<file path="src/design/psim_div.sv">
`timescale 1ns / 1ps
// ----------------------------------------------------------------------------
// psim_div: pipelined restoring divider
// One quotient bit per stage, IB stages; side data travels with each item.
// ----------------------------------------------------------------------------
module psim_div #(
  parameter int IB     = 32,
  parameter int SIDE_W = 1
) (
  input  logic              clk,
  input  logic              rst,
  input  logic              en,
  input  logic              in_valid,
  input  logic [IB-1:0]     dividend,
  input  logic [32:0]       divisor,
  input  logic [SIDE_W-1:0] side_in,
  output logic              out_valid,
  output logic [IB-1:0]     quot,
  output logic [IB-1:0]     rem,
  output logic [SIDE_W-1:0] side_out
);

  logic              vld [IB];
  logic [IB-1:0]     r   [IB];
  logic [IB-1:0]     qq  [IB];
  logic [IB-1:0]     dd  [IB];
  logic [SIDE_W-1:0] sd  [IB];

  for (genvar s = 0; s < IB; s++) begin : g_stage
    logic              p_v;
    logic [IB-1:0]     p_r, p_q, p_d;
    logic [SIDE_W-1:0] p_s;
    logic [IB:0]       trial;
    logic [33:0]       diff;
    logic              ge;

    if (s == 0) begin : g_first
      assign p_v = in_valid;
      assign p_r = '0;
      assign p_q = '0;
      assign p_d = dividend;
      assign p_s = side_in;
    end else begin : g_next
      assign p_v = vld[s-1];
      assign p_r = r[s-1];
      assign p_q = qq[s-1];
      assign p_d = dd[s-1];
      assign p_s = sd[s-1];
    end

    // trial subtract of the next dividend bit
    assign trial = {p_r, p_d[IB-1-s]};
    assign diff  = {{(33-IB){1'b0}}, trial} - {1'b0, divisor};
    assign ge    = ~diff[33];

    always_ff @(posedge clk) begin
      if (rst) begin
        vld[s] <= 1'b0;
      end else if (en) begin
        vld[s] <= p_v;
      end
    end

    always_ff @(posedge clk) begin
      if (en) begin
        r[s]  <= ge ? diff[IB-1:0] : trial[IB-1:0];
        qq[s] <= p_q | (IB'(ge) << (IB-1-s));
        dd[s] <= p_d;
        sd[s] <= p_s;
      end
    end
  end

  assign out_valid = vld[IB-1];
  assign quot      = qq[IB-1];
  assign rem       = r[IB-1];
  assign side_out  = sd[IB-1];

endmodule

</file>
<file path="config.mk">
export PLATFORM = sky130hd
export DESIGN_NAME = psim_div
export DESIGN_NICKNAME = d
export VERILOG_FILES = /design/src/design/psim_div.sv
export SDC_FILE = /design/constraint.sdc
export NUM_CORES = 2
export LEC_CHECK = 0
export BUFFER_PORTS_ARGS = -buffer_cell sky130_fd_sc_hd__buf_2
export CELL_PAD_IN_SITES_DETAIL_PLACEMENT = 1
export CELL_PAD_IN_SITES_GLOBAL_PLACEMENT = 1
export CORE_MARGIN = 2
export CORE_UTILIZATION = 48
export DETAILED_ROUTE_END_ITERATION = 8
export HOLD_SLACK_MARGIN = 0.05
export MAX_ROUTING_LAYER = met4
export PLACE_DENSITY_LB_ADDON = 0.1
export SLEW_MARGIN = 10
export SYNTH_ARGS = -nofsm -noshare
export SYNTH_HDL_FRONTEND = slang
export SYNTH_SLANG_ARGS = --single-unit
</file>
<file path="constraint.sdc">
create_clock -name clk -period 6.1 [get_ports clk]
set_input_delay 1.22 -clock clk [delete_from_list [all_inputs] [get_ports clk]]
set_output_delay 1.22 -clock clk [all_outputs]
set_load 0.005 [all_outputs]
</file>
==> results.toml <==
[outcome]
outcome = "completed"

[worst_setup_path]
crit_fanout = 13
critPathRequiredTime_ns = 6.71
crit_path_start_kind = "input port"
setup.worst_path.end_class = "register"
path_class = "in -> reg"
critical_path_arrival_ns = 5.61

[synthesis]
synth_flop_cell = "edfxtp_1"
yosysTopAreaCell = "edfxtp_1"
synth-async-reset-ratio_pct = 0
netlist_area_um2 = 122000
synth_common_cells = "edfxtp_1, a21oi_1, ha_1"
ys_ff_latch = 2112
synth_edf_count = 2112
ys_warn_count = 0
yosysSeqAreaShare_pct = 51.8
ys_top_cells_by_area = "edfxtp_1, ha_1, a21oi_1"
synthCells = 10600
synth.most_common_cell = "edfxtp_1"
synth.distinct_cells = 103
synth_top_area_share_pct = 51.8
avgSynthCellArea_um2 = 11.6

[floorplanning]
die_h_um = 509
ios = 136
die-area_um2 = 259000
start_util_pct = 48.2
die_w_um = 509
rows = 185
core_area_um2 = 254000

[drt]
ant_nets = 0
first_iter_violations = 4813
wl_per_cell_um = 22.9
post_drt_via_cell_ratio = 5.84
vias = 84500
drcViolationCount = 0
totalWireLength_um = 331000
drt_pass1_iterations = 6

[final_layout]
utilization_pct = 53.8
area_growth_pct = 11.7
drive_gt1_share_pct = 11.4
n_fill_cell = 26300
finish.net_count = 12000

[clocking]
cts_root_buf = "clkbuf_16"
post_cts.repair.setup_buffers = 0
clock_latency_ns = 0.90
clkSinkCount = 2112
cts.clk_slew.worst_paths_ns = 0.06
cts_buffer_depth = 3
htree_levels = 4
cts_buffers = 230
cts_resized = 0
hold_buffers = 0
cts_tree = "built"

[global_routing]
grt_max_degree = 181
grt_usage_pct = 26.1
grt_pass1_wl_um = 512000
antenna_found_initial = 21
grt_pass1_vias = 88600
grt_overflow = 0

[timing]
rsz0062_at_grt = "false"
worst_pin_slew_ns = 1.22
setup_viol = 0
hold_viol_final = 0
setup_tns_ns = 0
slew_viol_final = 0
final.setup.worst_slack_ns = 1.10
timing.slew.headroom_pct = 18.6
whs_ns = 0.394
fin_crit_sh_pct = 81.9
finalClockSkew_ns = 0.0695
fmax_mhz = 200
fin_crit_ns = 5.00

[run]
drv_cap = 0

[power]
leakagePower_nw = 53.6
cellPowerDensity_nw_per_um2 = 556
peakVddDrop_v = 0.000336

[place]
post-dp-hpwl_um = 243000
place_congestion = 0.899
pre_cts_ws_ns = 0.217
place.port_buffers = 135

[min_path]
hp-class = "reg -> reg"
kinds of logic (layout without fill, tap and decap cells):
logic type | Yosys count | count (layout) | synth area share (%)
muxes | 409 | 409 | 3.83
DFF | 2112 | 2112 | 51.8
other | 1 | 19 | 0.00307
AOI/OAI and AO/OA | 3179 | 3179 | 16.2
adders and majority gates | 1056 | 1056 | 11.0
and+or+nand+nor | 2406 | 2406 | 9.22
xor gates and xnor gates | 848 | 848 | 6.07
buffers and inverters | 543 | 1069 | 1.81
path summary, 6_finish.rpt:
kind	startpoint	to	slack, ns	cells past startpoint
min reg2reg	qq[1][454]	qq[1][486]	0.39	0
max reg2reg	dd[1][231]	r[6][30]	1.60	15
min	qq[1][454]	qq[1][486]	0.39	0
max	divisor[0]	r[3][90]	1.10	16
sequential cells by signal, summed over array words and instances (netlist names):
name	count
qq	528
vld	32
dd	496
r	1024
sd	32
metrics by stage:
| stage | cell area (um^2) | power, mW | std cells |
|---|---|---|---|
| after CTS | 137000 | 76.4 | 14500 |
| final | 137000 | 75.9 | 14500 |
| after floorplan | 122000 | 51.4 | 10600 |
| after global placement | 129000 | 60.3 | 14000 |
| after global routing | 137000 | 81.4 | 14500 |
| after detailed placement | 129000 | 61.7 | 14000 |
worst max-delay path, cell delays in order:
cell	delay, ns
buf_2	0.50
buf_12	0.26
ha_1	0.20
inv_1	0.07
fa_1	0.43
a211oi_1	0.39
o21ai_0	0.26
a221oi_2	0.50
o211ai_1	0.19
o211ai_1	0.23
o31ai_1	0.17
a21boi_1	0.25
nor2_1	0.07
a211oi_1	0.42
xnor2_1	0.12
mux2_2	0.27
placed cells by master, fill, tap and decap left out, types with 44 or more instances in the layout:
master,netlist,layout
edfxtp_1,2112,2112
a21oi_1,1128,1123
ha_1,1025,1025
nor2_1,817,817
nand2_1,650,649
o21ai_0,629,629
xnor2_1,524,524
a21o_1,523,523
mux2_2,364,364
xor2_1,324,324
inv_1,275,243
clkbuf_16,0,231
buf_4,4,172
nand3_1,164,164
o21a_1,138,137
buf_2,65,134
nor2b_1,126,126
nand2b_1,125,125
a31oi_1,111,109
o21bai_1,108,108
nand4_1,104,104
nor3_1,81,81
and2_1,80,80
and3_1,76,76
a211oi_1,67,67
buf_12,0,64
o31ai_1,51,51
a21boi_0,44,44
layout make-up:
cell class                      count  area (um^2)  area share [%]
Tap cell                         3366         4210            3.08
Clock buffer                      271         5930            4.34
Clock inverter                    153         1830            1.34
Inverter                          275         1040           0.759
Timing Repair Buffer              370         3240            2.37
Sequential cell                  2112        63400            46.4
Antenna cell                        4         10.0         0.00733
Multi-Input combinational cell   7913        56900            41.7
per-layer routing:
| metal | global-route usage [%] | vias up | routed length [um] | share of wire (%) |
|---|---|---|---|---|
| met5 | - | - | 0 | 0 |
| met4 | 8.84 | 0 | 12600 | 3.8 |
| met3 | 2.53 | 601 | 10100 | 3.1 |
| met2 | 45.5 | 1319 | 168000 | 51 |
| met1 | 31.5 | 42000 | 140000 | 42 |
| li1 | - | 40700 | - | - |
power breakdown:
group / switching (mW) / internal, mW
clock network: 6.03 / 8.25
registers: 2.77 / 22.0
logic: 20.6 / 16.3
total: 29.4 / 46.5
(Power assumes the default switching activity.)
