$ cat config.mk
export PLATFORM = sky130hd
export DESIGN_NAME = psim_regs
export DESIGN_NICKNAME = d
export VERILOG_FILES = /design/src/design/psim_pkg.sv /design/src/design/psim_regs.sv
export SDC_FILE = /design/constraint.sdc
export NUM_CORES = 1
export LEC_CHECK = 0
export BUFFER_PORTS_ARGS = -buffer_cell sky130_fd_sc_hd__buf_2
export CAP_MARGIN = 20
export CORE_MARGIN = 2
export CORE_UTILIZATION = 54
export DETAILED_ROUTE_END_ITERATION = 10
export PLACE_DENSITY = 0.85
export SETUP_SLACK_MARGIN = 0.3
export SLEW_MARGIN = 20
export SYNTH_ARGS = -nofsm -noshare
export SYNTH_HDL_FRONTEND = slang
export SYNTH_SLANG_ARGS = --single-unit
$ cat constraint.sdc
create_clock -name clk -period 4.4 [get_ports clk]
set_input_delay 1.32 -clock clk [delete_from_list [all_inputs] [get_ports clk]]
set_output_delay 1.32 -clock clk [all_outputs]
set_load 0.05 [all_outputs]
$ cat src/design/psim_pkg.sv
`timescale 1ns / 1ps
// ----------------------------------------------------------------------------
// psim_pkg: shared types and constants of the stride index map
// Register map, configuration bundle and fixed field widths.
// ----------------------------------------------------------------------------
package psim_pkg;

  localparam int DATA_W   = 32;
  localparam int ADDR_W   = 5;
  localparam int STRIDE_W = 32;
  localparam int DIMS_W   = 3;
  localparam int PERM_W   = 8;

  localparam logic [DIMS_W-1:0] DIMS_RESET = 3'd1;
  localparam logic [PERM_W-1:0] PERM_RESET = 8'd228;

  // Register index, byte address / 4
  typedef enum logic [2:0] {
    REG_ACTIVE_DIMS  = 3'd0,
    REG_OUT_STRIDE_1 = 3'd1,
    REG_OUT_STRIDE_2 = 3'd2,
    REG_OUT_STRIDE_3 = 3'd3,
    REG_IN_STRIDE_1  = 3'd4,
    REG_IN_STRIDE_2  = 3'd5,
    REG_IN_STRIDE_3  = 3'd6,
    REG_DIM_PERM     = 3'd7
  } reg_idx_t;

  // Configuration bundle; entry 0 of each stride array is fixed at 1
  typedef struct packed {
    logic [DIMS_W-1:0]              active_dims;
    logic [3:0][STRIDE_W-1:0]       out_stride;
    logic [3:0][STRIDE_W-1:0]       in_stride;
    logic [PERM_W-1:0]              dim_permutation;
  } cfg_t;

endpackage

$ cat src/design/psim_regs.sv
`timescale 1ns / 1ps
// ----------------------------------------------------------------------------
// psim_regs: configuration register file
// APB-style write/read port holding dimension count, strides and permutation.
// ----------------------------------------------------------------------------
module psim_regs (
  input  logic                         clk,
  input  logic                         rst,
  input  logic                         psel,
  input  logic                         penable,
  input  logic                         pwrite,
  input  logic [psim_pkg::ADDR_W-1:0]  paddr,
  input  logic [psim_pkg::DATA_W-1:0]  pwdata,
  output logic [psim_pkg::DATA_W-1:0]  prdata,
  output logic                         pready,
  output psim_pkg::cfg_t               cfg
);

  logic [psim_pkg::DIMS_W-1:0]   active_dims;
  logic [3:1][psim_pkg::STRIDE_W-1:0] out_stride;
  logic [3:1][psim_pkg::STRIDE_W-1:0] in_stride;
  logic [psim_pkg::PERM_W-1:0]   dim_permutation;
  psim_pkg::reg_idx_t            idx;
  logic                          wr;

  assign pready = 1'b1;
  assign idx    = psim_pkg::reg_idx_t'(paddr[4:2]);
  assign wr     = psel & penable & pwrite;

  // register writes
  always_ff @(posedge clk) begin
    if (rst) begin
      active_dims     <= psim_pkg::DIMS_RESET;
      out_stride      <= {3{32'd1}};
      in_stride       <= {3{32'd1}};
      dim_permutation <= psim_pkg::PERM_RESET;
    end else if (wr) begin
      unique case (idx)
        psim_pkg::REG_ACTIVE_DIMS:  active_dims     <= pwdata[psim_pkg::DIMS_W-1:0];
        psim_pkg::REG_OUT_STRIDE_1: out_stride[1]   <= pwdata;
        psim_pkg::REG_OUT_STRIDE_2: out_stride[2]   <= pwdata;
        psim_pkg::REG_OUT_STRIDE_3: out_stride[3]   <= pwdata;
        psim_pkg::REG_IN_STRIDE_1:  in_stride[1]    <= pwdata;
        psim_pkg::REG_IN_STRIDE_2:  in_stride[2]    <= pwdata;
        psim_pkg::REG_IN_STRIDE_3:  in_stride[3]    <= pwdata;
        psim_pkg::REG_DIM_PERM:     dim_permutation <= pwdata[psim_pkg::PERM_W-1:0];
        default: ;
      endcase
    end
  end

  // read mux
  always_comb begin
    prdata = '0;
    unique case (idx)
      psim_pkg::REG_ACTIVE_DIMS:  prdata = 32'(active_dims);
      psim_pkg::REG_OUT_STRIDE_1: prdata = out_stride[1];
      psim_pkg::REG_OUT_STRIDE_2: prdata = out_stride[2];
      psim_pkg::REG_OUT_STRIDE_3: prdata = out_stride[3];
      psim_pkg::REG_IN_STRIDE_1:  prdata = in_stride[1];
      psim_pkg::REG_IN_STRIDE_2:  prdata = in_stride[2];
      psim_pkg::REG_IN_STRIDE_3:  prdata = in_stride[3];
      psim_pkg::REG_DIM_PERM:     prdata = 32'(dim_permutation);
      default:                    prdata = '0;
    endcase
  end

  // dimension 0 has unit stride on both sides
  assign cfg.active_dims     = active_dims;
  assign cfg.out_stride      = {out_stride, 32'd1};
  assign cfg.in_stride       = {in_stride, 32'd1};
  assign cfg.dim_permutation = dim_permutation;

endmodule

==> results of run 1 <==
[critical path, cell delays in order]
cell and delay (ps):
buf_6 220, buf_12 220, mux2_2 350, a221oi_1 320, a21oi_1 80, buf_2 230
[how the worst min path moves through the flow]
stage               slack, ps  cells past startpoint        to
floorplan                 680                      2  cfg[170]
global placement          450                      2   cfg[42]
detailed placement        460                      2  cfg[220]
CTS                       470                      2  cfg[220]
global route              480                      2  cfg[169]
finish                    460                      2   cfg[42]
[cells in the mapped netlist (all sizes together) (5+ instances only)]
master | number | share of area, %
a21oi | 213 | 11
a221oi | 13 | 1.2
a22o | 12 | 1.1
a22oi | 10 | 0.81
buf | 130 | 9.4
clkbuf | 30 | 1.2
dfxtp | 203 | 44
mux2 | 23 | 2.8
mux2i | 32 | 3.4
mux4 | 6 | 1.5
nand2 | 414 | 17
nand2b | 6 | 0.43
nand3b | 11 | 0.89
nor2 | 17 | 1.0
nor2b | 5 | 0.34
o21ai | 11 | 0.59
o221ai | 16 | 1.5
[kinds of logic (layout without fill, tap and decap cells)]
family / count (synthesis) / in the layout / synth area share [%]
other cells: 2 / 65 / 0.0808
mux: 61 / 61 / 7.68
simple gates: 471 / 471 / 20.7
flops: 203 / 203 / 43.7
compound gates: 279 / 279 / 17.0
buf+inv: 164 / 352 / 10.8
[area by class of cell]
class	count	area [µm²]
clock buffers	32	657
clock inverters	6	38.8
fillers	1330	5270
inverters	4	15.0
multi-input cells	876	4630
flip-flops and latches	203	4060
well taps	220	275
repair buffers	310	1750
[layout by cell type, fill, tap and decap left out, drive strengths merged, types with 16 or more instances in the layout]
cell	n
a21oi	213
buf	309
clkbuf	33
conb	65
dfxtp	203
mux2	23
mux2i	32
nand2	414
nor2	17
o221ai	16
[metal layers]
| metal | vias up | routed length (µm) | GRT usage, % |
|---|---|---|---|
| li1 | 4297 | - | - |
| met1 | 4499 | 12100 | 41.8 |
| met2 | 650 | 15000 | 53.3 |
| met3 | 108 | 3670 | 8.53 |
| met4 | 0 | 1280 | 14.5 |
| met5 | - | 0 | 0 |
[flip-flops by register name (all words and copies together), names as in the netlist]
register         count
active_dims          3
cfg                192
dim_permutation      8
[stage by stage]
| stage | total power, mW | worst slack (ps) |
|---|---|---|
| after floorplan | 2.30 | 199 |
| after global placement | 2.38 | 302 |
| after detailed placement | 2.38 | 288 |
| after CTS | 4.13 | 310 |
| after global routing | 4.22 | 300 |
| final | 4.13 | 313 |
[where the power goes]
group	switching (mW)	leakage (nW)	total (mW)	internal (mW)
sequential	0.0114	1.64	1.86	1.85
clock	0.749	0.342	1.78	1.03
combinational	0.391	2.89	0.490	0.0986
[what timing repair did]
| item | CTS | global route |
|---|---|---|
| endpoints found under the hold margin | 0 | 0 |
| gates cloned | 0 | 0 |
| gates resized for setup | 1 | 5 |
| setup endpoints to repair | 4 | 18 |
==> flow_summary_export.csv, run 1 <==
group,metric,value,unit
grt,grt_pass1_vias,8835,
floorplanning,fp.dieArea,18300,µm²
final_layout,layout-area-overhead-vs-synth,22.9,%
clock_network,cts_tree,"yes",
final_layout,layout.core_utilization,68.4,%
grt,wire_length_of_the_first_global_routing_pass,47400,µm
outcome,run_status,"complete, no violations",
grt,grt_max_degree,91,
clock_network,cts_num_sinks,203,
sta,fin_crit_sh,92.9,%
clock_network,post-cts-setup-buffer-count,0,
sta,upper_clock_frequency_limit,245,MHz
synthesis,dominantRegCellSynth,"dfxtp_1",
job,max_cap_viol_count,0,
synthesis,avgSynthCellArea,7.88,µm²
synthesis,ys.warnings.count,0,
clock_network,inserted_clock_buffers,21,
sta,slew_headroom,38.3,%
clock_network,hold_buffers,0,
grt,gr-usage-all-layers,33.0,%
detailed_routing,via_cell_ratio,5.79,
clock_network,cts.root.buffer_cell,"clkbuf_16",
hold_path,holdCritStartpoint,"cfg[42]",
placed_design,placedCellCount,1613,
setup_path,worst-endpoint-required,3080,ps
detailed_routing,dr.pass1.iters,6,
setup_path,critPathCaptureType,"output pin",
final_layout,final_area,11400,µm²
final_layout,final_cells,1651,
synthesis,synth-edff-count,0,
setup_path,critical_path.startpoint_type,"primary input",
setup_path,cp-endpoint,"prdata[3]",
final_layout,final_net_count,1458,
synthesis,register_bit_count_reported_by_yosys,203,
floorplanning,die_height,135,µm
sta,fin_crit,4090,ps
grt,grt_ovf,0,
sta,totalNegativeSetupSlack,0,ps
clock_network,cts_max_path_buffers,3,
floorplanning,floorplan.initialDensity,55.7,%
hold_path,hold_path.class,"flop to flop",
setup_path,ff2ff_setup_slack,3650,ps
placed_design,post_place_cell_area,10700,µm²
floorplanning,floorplan.die.width,135,µm
detailed_routing,detail_route.iter0.violations,808,
synthesis,distinct_cell_type_count_after_synthesis,39,
synthesis,synth_sequential_area_ratio,43.7,%
placed_design,dp.final_hpwl,20900,µm
clock_network,clk-insertion-delay-late,490,ps
clock_network,htreeDepth,1,
pwr,p_leak,4.87,nW
setup_path,path_class,"primary input to output pin",
pwr,power_density_cells,362,nW/µm²
final_layout,antennaDiodeCount,0,
sta,finalHoldViolCount,0,
setup_path,critical_path.reg2reg.startpoint,"cfg[174]",
detailed_routing,detailroute.via_count,9554,
sta,rsz0062_at_grt,"no",
sta,hold_slack,464,ps
floorplanning,rows,47,
sta,final_report_setup_violation_count,0,
sta,final.setup_skew,0,ps
sta,maxSlewViolCount,0,
synthesis,postSynth.asyncResetShare,0,%
sta,max_slew.worst_pin.slew,926,ps
final_layout,post_route_cells_drive_above_1_share,29.0,%
placed_design,gpl.final_weighted_congestion,0.840,
detailed_routing,wl,32100,µm
setup_path,ff2ff_path_depth,2,
detailed_routing,wire_per_inst,19.4,µm
setup_path,critPathMaxFanout,22,
setup_path,reg2reg_to,"cfg[174]",
clock_network,clkTransAtPathRegs,60,ps
floorplanning,core_area,16700,µm²
detailed_routing,postRouteAntennaNets,0,
floorplanning,boundaryPins,342,
pwr,ir_worst_vdd,0.302,mV
placed_design,port-buffer-count,274,
setup_path,crit_start,"paddr[2]",
grt,initial_antenna_violation_count,0,
synthesis,syn-instance-count,1180,
setup_path,critPathArrivalTime,2770,ps
synthesis,synth_area,9300,µm²
detailed_routing,drc_errors,0,
(Power assumes the default switching activity.)
==> run 2, diff against run 1 <==
--- a/config.mk
+++ b/config.mk
@@ -8,9 +8,9 @@
 export BUFFER_PORTS_ARGS = -buffer_cell sky130_fd_sc_hd__buf_2
 export CAP_MARGIN = 20
 export CORE_MARGIN = 2
-export CORE_UTILIZATION = 54
+export CORE_UTILIZATION = 50
 export DETAILED_ROUTE_END_ITERATION = 10
-export PLACE_DENSITY = 0.85
+export PLACE_DENSITY = 0.8
 export SETUP_SLACK_MARGIN = 0.3
 export SLEW_MARGIN = 20
 export SYNTH_ARGS = -nofsm -noshare
==> constraint.sdc (replaced) <==
create_clock -name clk -period 4.5 [get_ports clk]
set_input_delay 1.35 -clock clk [delete_from_list [all_inputs] [get_ports clk]]
set_output_delay 1.35 -clock clk [all_outputs]
set_load 0.05 [all_outputs]
==> flow_summary_export.csv, run 2 (same netlist as run 1, synthesis figures left out) <==
group,metric,value,unit
outcome,run_status,"complete, no violations",
clock_network,hold_buffers,0,
setup_path,critPathArrivalTime,2780,ps
clock_network,inserted_clock_buffers,21,
sta,maxSlewViolCount,0,
floorplanning,core_area,18100,µm²
detailed_routing,detail_route.iter0.violations,727,
setup_path,critPathCaptureType,"output pin",
setup_path,cp_slowest_cell,"and2b_1",
final_layout,layout-area-overhead-vs-synth,22.2,%
setup_path,critical-path-top-delay-family,"buffers and inverters",
final_layout,final_net_count,1465,
sta,finalHoldViolCount,0,
clock_network,cts_num_sinks,203,
floorplanning,rows,49,
final_layout,largest_register_ff_count,192,
setup_path,path_class,"primary input to output pin",
final_layout,leading_cell_types_in_the_layout_fill_and_taps_excluded,"nand2_1, buf_2, a21oi_1, dfxtp_1, conb_1",
final_layout,layout.core_utilization,62.9,%
detailed_routing,wl,31800,µm
detailed_routing,detailroute.via_count,9322,
sta,totalNegativeSetupSlack,0,ps
sta,fin_crit,4130,ps
detailed_routing,drc_errors,0,
detailed_routing,wire_per_inst,19.1,µm
grt,grt_max_degree,98,
floorplanning,boundaryPins,342,
sta,fin_crit_sh,91.8,%
sta,final.setup_skew,0,ps
clock_network,clkTransAtPathRegs,60,ps
sta,slew_headroom,39.2,%
pwr,post-layout-total-power,3.97,mW
clock_network,cts_max_path_buffers,3,
setup_path,critPathMaxStageDelay,390,ps
grt,initial_antenna_violation_count,2,
grt,grt_ovf,0,
clock_network,cts.root.buffer_cell,"clkbuf_16",
clock_network,clk-insertion-delay-late,490,ps
job,max_cap_viol_count,0,
placed_design,gpl.final_weighted_congestion,0.858,
setup_path,worst-endpoint-required,3150,ps
final_layout,n_fill_cell,1564,
detailed_routing,dr.pass1.iters,5,
sta,hold_slack,467,ps
setup_path,count_of_buffer_and_inverter_cells_on_the_critical_path,3,
floorplanning,floorplan.initialDensity,51.4,%
placed_design,post_place_cell_area,10700,µm²
pwr,power_density_cells,349,nW/µm²
grt,grt_pass1_vias,8752,
clock_network,htreeDepth,1,
grt,wire_length_of_the_first_global_routing_pass,48300,µm
hold_path,hold_path.class,"flop to flop",
setup_path,crit_path_cell_trace,"buf_6 > and2b_1 > buf_4 > a22oi_1 > o221ai_2 > buf_2",
clock_network,cts_tree,"yes",
pwr,p_leak,4.86,nW
floorplanning,fp.dieArea,19700,µm²
final_layout,leading_cell_type_in_the_layout_fill_and_taps_excluded,"nand2_1",
detailed_routing,postRouteAntennaNets,0,
sta,final_report_setup_violation_count,0,
final_layout,multi_input_comb_area,4610,µm²
setup_path,critical_path.startpoint_type,"primary input",
setup_path,critPathMaxFanout,21,
sta,max_slew.worst_pin.slew,912,ps
final_layout,final_area,11400,µm²
final_layout,post_route_cells_drive_above_1_share,28.6,%
grt,gr-usage-all-layers,30.7,%
detailed_routing,via_cell_ratio,5.60,
sta,rsz0062_at_grt,"no",
floorplanning,die_height,140,µm
placed_design,dp.final_hpwl,21400,µm
final_layout,area.sequential,4060,µm²
pwr,ir_worst_vdd,0.284,mV
sta,upper_clock_frequency_limit,242,MHz
floorplanning,floorplan.die.width,140,µm
placed_design,port-buffer-count,274,
-- run 2: power breakdown --
group          switching (mW)  internal (mW)
clock                   0.693          0.978
sequential             0.0111           1.81
combinational           0.378         0.0945
-- run 2: per-stage QoR --
stage / cells / setup slack (ps)
after floorplan: 1243 / 239
final: 1664 / 370
after CTS: 1663 / 314
after global routing: 1664 / 307
after detailed placement: 1629 / 236
after global placement: 1629 / 227
-- run 2: layer usage --
layer  vias to the layer above  track usage (%)  share of wire, %
li1                       4311                -                 -
met1                      4374             38.1                38
met2                       545             52.6                48
met5                         -                0             0.038
met4                         2             10.7               3.3
met3                        90             7.18                11
-- run 2: final cells by class --
cell class,count,share of cell area (%)
clock inverters,2,0.308
flip-flops and latches,203,35.8
well taps,229,2.52
clock buffers,32,5.34
repair buffers,317,15.4
diodes,1,0.0220
inverters,4,0.132
multi-input cells,876,40.5
-- run 2: repair_timing --
action | CTS | global route
setup buffers | 0 | 0
hold endpoints to repair | 0 | 0
endpoints found under the setup margin | 16 | 16
gates resized for setup | 3 | 3
-- run 2: tightest hold or removal path, stage by stage, from the launching register on --
cell	delay, ps
dfxtp_1	320
nand2_1	50
a21oi_1	50
-- run 2: final timing paths --
check                                        start                  to  slack, ps  depth (start not counted)
worst min-delay path                      cfg[219]            cfg[219]        470                          2
worst max-delay path                      paddr[2]           prdata[9]        370                          6
worst max register to register  dim_permutation[0]  dim_permutation[0]       3780                          2
worst min register to register            cfg[219]            cfg[219]        470                          2
==> run 3, diff against run 2 <==
--- a/config.mk
+++ b/config.mk
@@ -11,8 +11,9 @@
 export CORE_UTILIZATION = 50
 export DETAILED_ROUTE_END_ITERATION = 10
 export PLACE_DENSITY = 0.8
+export RECOVER_POWER = 25
+export REMOVE_ABC_BUFFERS = 1
 export SETUP_SLACK_MARGIN = 0.3
-export SLEW_MARGIN = 20
 export SYNTH_ARGS = -nofsm -noshare
 export SYNTH_HDL_FRONTEND = slang
 export SYNTH_SLANG_ARGS = --single-unit
==> flow_summary_export.csv, run 3 (same netlist as run 1, synthesis figures left out) <==
group,metric,value,unit
setup_path,ff2ff_path_depth,2,
grt,gr-usage-met1,38.5,%
pwr,p_leak,4.43,nW
grt,initial_antenna_violation_count,0,
grt,grt_max_degree,84,
detailed_routing,via_cell_ratio,5.53,
detailed_routing,detail_route.iter0.violations,809,
sta,slew_headroom,40.5,%
sta,maxSlewViolCount,0,
sta,final.setup_skew,0,ps
detailed_routing,wl,31100,µm
sta,totalNegativeSetupSlack,0,ps
floorplanning,die_height,140,µm
clock_network,hold_buffers,0,
grt,wire_length_of_the_first_global_routing_pass,47000,µm
detailed_routing,wire_per_inst,18.7,µm
clock_network,clkTransAtPathRegs,60,ps
setup_path,count_of_buffer_and_inverter_cells_on_the_critical_path,4,
floorplanning,rows,49,
setup_path,critPathMaxFanout,11,
setup_path,critPathCaptureType,"output pin",
sta,upper_clock_frequency_limit,242,MHz
sta,rsz0062_at_grt,"no",
setup_path,number_of_cells_on_the_critical_path,8,
clock_network,cts.root.buffer_cell,"clkbuf_16",
final_layout,largest_register_ff_count,192,
job,max_cap_viol_count,0,
setup_path,critical-path-top-delay-family,"buffers and inverters",
placed_design,placedCellCount,1622,
sta,fin_crit,4130,ps
placed_design,dp_worst_setup_slack,216,ps
clock_network,post-cts-setup-buffer-count,0,
final_layout,leading_cell_type_in_the_layout_fill_and_taps_excluded,"nand2_1",
clock_network,clk-insertion-delay-late,500,ps
setup_path,cp_slowest_cell,"buf_2",
hold_path,cells_on_worst_hold_path,2,
floorplanning,floorplan.die.width,140,µm
clock_network,cts_num_sinks,203,
sta,timing.final.ws_setup,374,ps
final_layout,layout-area-overhead-vs-synth,20.1,%
clock_network,cts_tree,"yes",
pwr,ir_worst_vdd,0.335,mV
setup_path,worst-endpoint-required,3150,ps
floorplanning,floorplan.initialDensity,51.4,%
outcome,run_status,"complete, no violations",
sta,finalHoldViolCount,0,
clock_network,htreeDepth,1,
floorplanning,fp.dieArea,19700,µm²
sta,final_report_setup_violation_count,0,
placed_design,gpl.final_weighted_congestion,0.805,
detailed_routing,postRouteAntennaNets,0,
setup_path,critical_path.startpoint_type,"primary input",
setup_path,path_class,"primary input to output pin",
detailed_routing,detailroute.via_count,9177,
pwr,post-layout-total-power,4.10,mW
final_layout,post_route_cells_drive_above_1_share,20.1,%
setup_path,critPathArrivalTime,2780,ps
pwr,power_density_cells,367,nW/µm²
grt,grt_pass1_vias,8447,
setup_path,crit_path_cell_trace,"buf_2 > buf_4 > nor2_1 > buf_4 > a211o_1 > a31oi_1 > o21ai_1 > buf_2",
final_layout,antennaDiodeCount,0,
hold_path,hold_path.class,"flop to flop",
placed_design,dp.final_hpwl,20500,µm
detailed_routing,dr.pass1.iters,5,
floorplanning,boundaryPins,342,
final_layout,final_net_count,1459,
grt,grt_ovf,0,
grt,gr-usage-all-layers,29.9,%
sta,max_slew.worst_pin.slew,892,ps
placed_design,port-buffer-count,274,
grt,globalRoute.busiestLayer,"met2",
final_layout,n_fill_cell,1647,
clock_network,inserted_clock_buffers,22,
final_layout,leading_cell_types_in_the_layout_fill_and_taps_excluded,"nand2_1, a21oi_1, dfxtp_1",
clock_network,cts_max_path_buffers,3,
grt,grt.met3_usage,5.47,%
floorplanning,core_area,18100,µm²
sta,fin_crit_sh,91.7,%
grt,grtUsageMet2,50.6,%
detailed_routing,drc_errors,0,
setup_path,critPathMaxStageDelay,280,ps
final_layout,final_cells,1658,
[run 3: cell count changes in the layout (fill, tap and decap cells not counted), moves of 8 or more]
cell,change
a21oi_1,+10
a21oi_2,-10
buf_2,-98
buf_4,-8
clkbuf_1,+97
o221ai_1,+8
o221ai_2,-8
[run 3: worst paths after layout]
path / startpoint / end / slack [ps]
worst max-delay path: paddr[4] / prdata[0] / 370
worst min-delay path: cfg[48] / cfg[48] / 470
worst max register to register: cfg[197] / cfg[197] / 3760
worst min register to register: cfg[48] / cfg[48] / 470
[run 3: worst register-to-register path, delay by kind of cell, from the launching register on]
| kind | cells | cell delay, ps |
|---|---|---|
| DFF | 1 | 370 |
| and+or+nand+nor | 1 | 80 |
| AOI/OAI and AO/OA | 1 | 210 |
[run 3: final cells by class]
cell class	count	area [µm²]	area share (%)
Multi-Input combinational cell	876	4500	40.3
Sequential cell	203	4060	36.4
Timing Repair Buffer	310	1590	14.2
Clock buffer	33	653	5.85
Tap cell	229	287	2.56
Clock inverter	3	65.1	0.582
Inverter	4	15.0	0.134
[run 3: through the flow]
stage / hold WS (ps) / area [µm²] / util [%]
floorplan: 674 / 8550 / -
CTS: 468 / 11300 / 62.4
global route: 487 / 11200 / 61.8
global placement: 451 / 10600 / 58.5
finish: 471 / 11200 / 61.8
detailed placement: 460 / 10600 / 58.5
[run 3: repair_timing]
item / in CTS / in global routing
resized for setup: 1 / 2
endpoints found under the hold margin: 0 / 0
setup endpoints to repair: 8 / 9
[run 3: metal layers]
| metal | part of all wire, % | vias up |
|---|---|---|
| li1 | - | 4287 |
| met1 | 39 | 4315 |
| met2 | 48 | 505 |
| met3 | 9.6 | 70 |
| met4 | 2.9 | 0 |
| met5 | 0 | - |
[run 3: power by group]
part	leakage, nW	total [mW]	switching (mW)	internal, mW
clock network	0.351	1.82	0.711	1.11
registers	1.64	1.82	0.0111	1.81
logic	2.45	0.461	0.371	0.0899
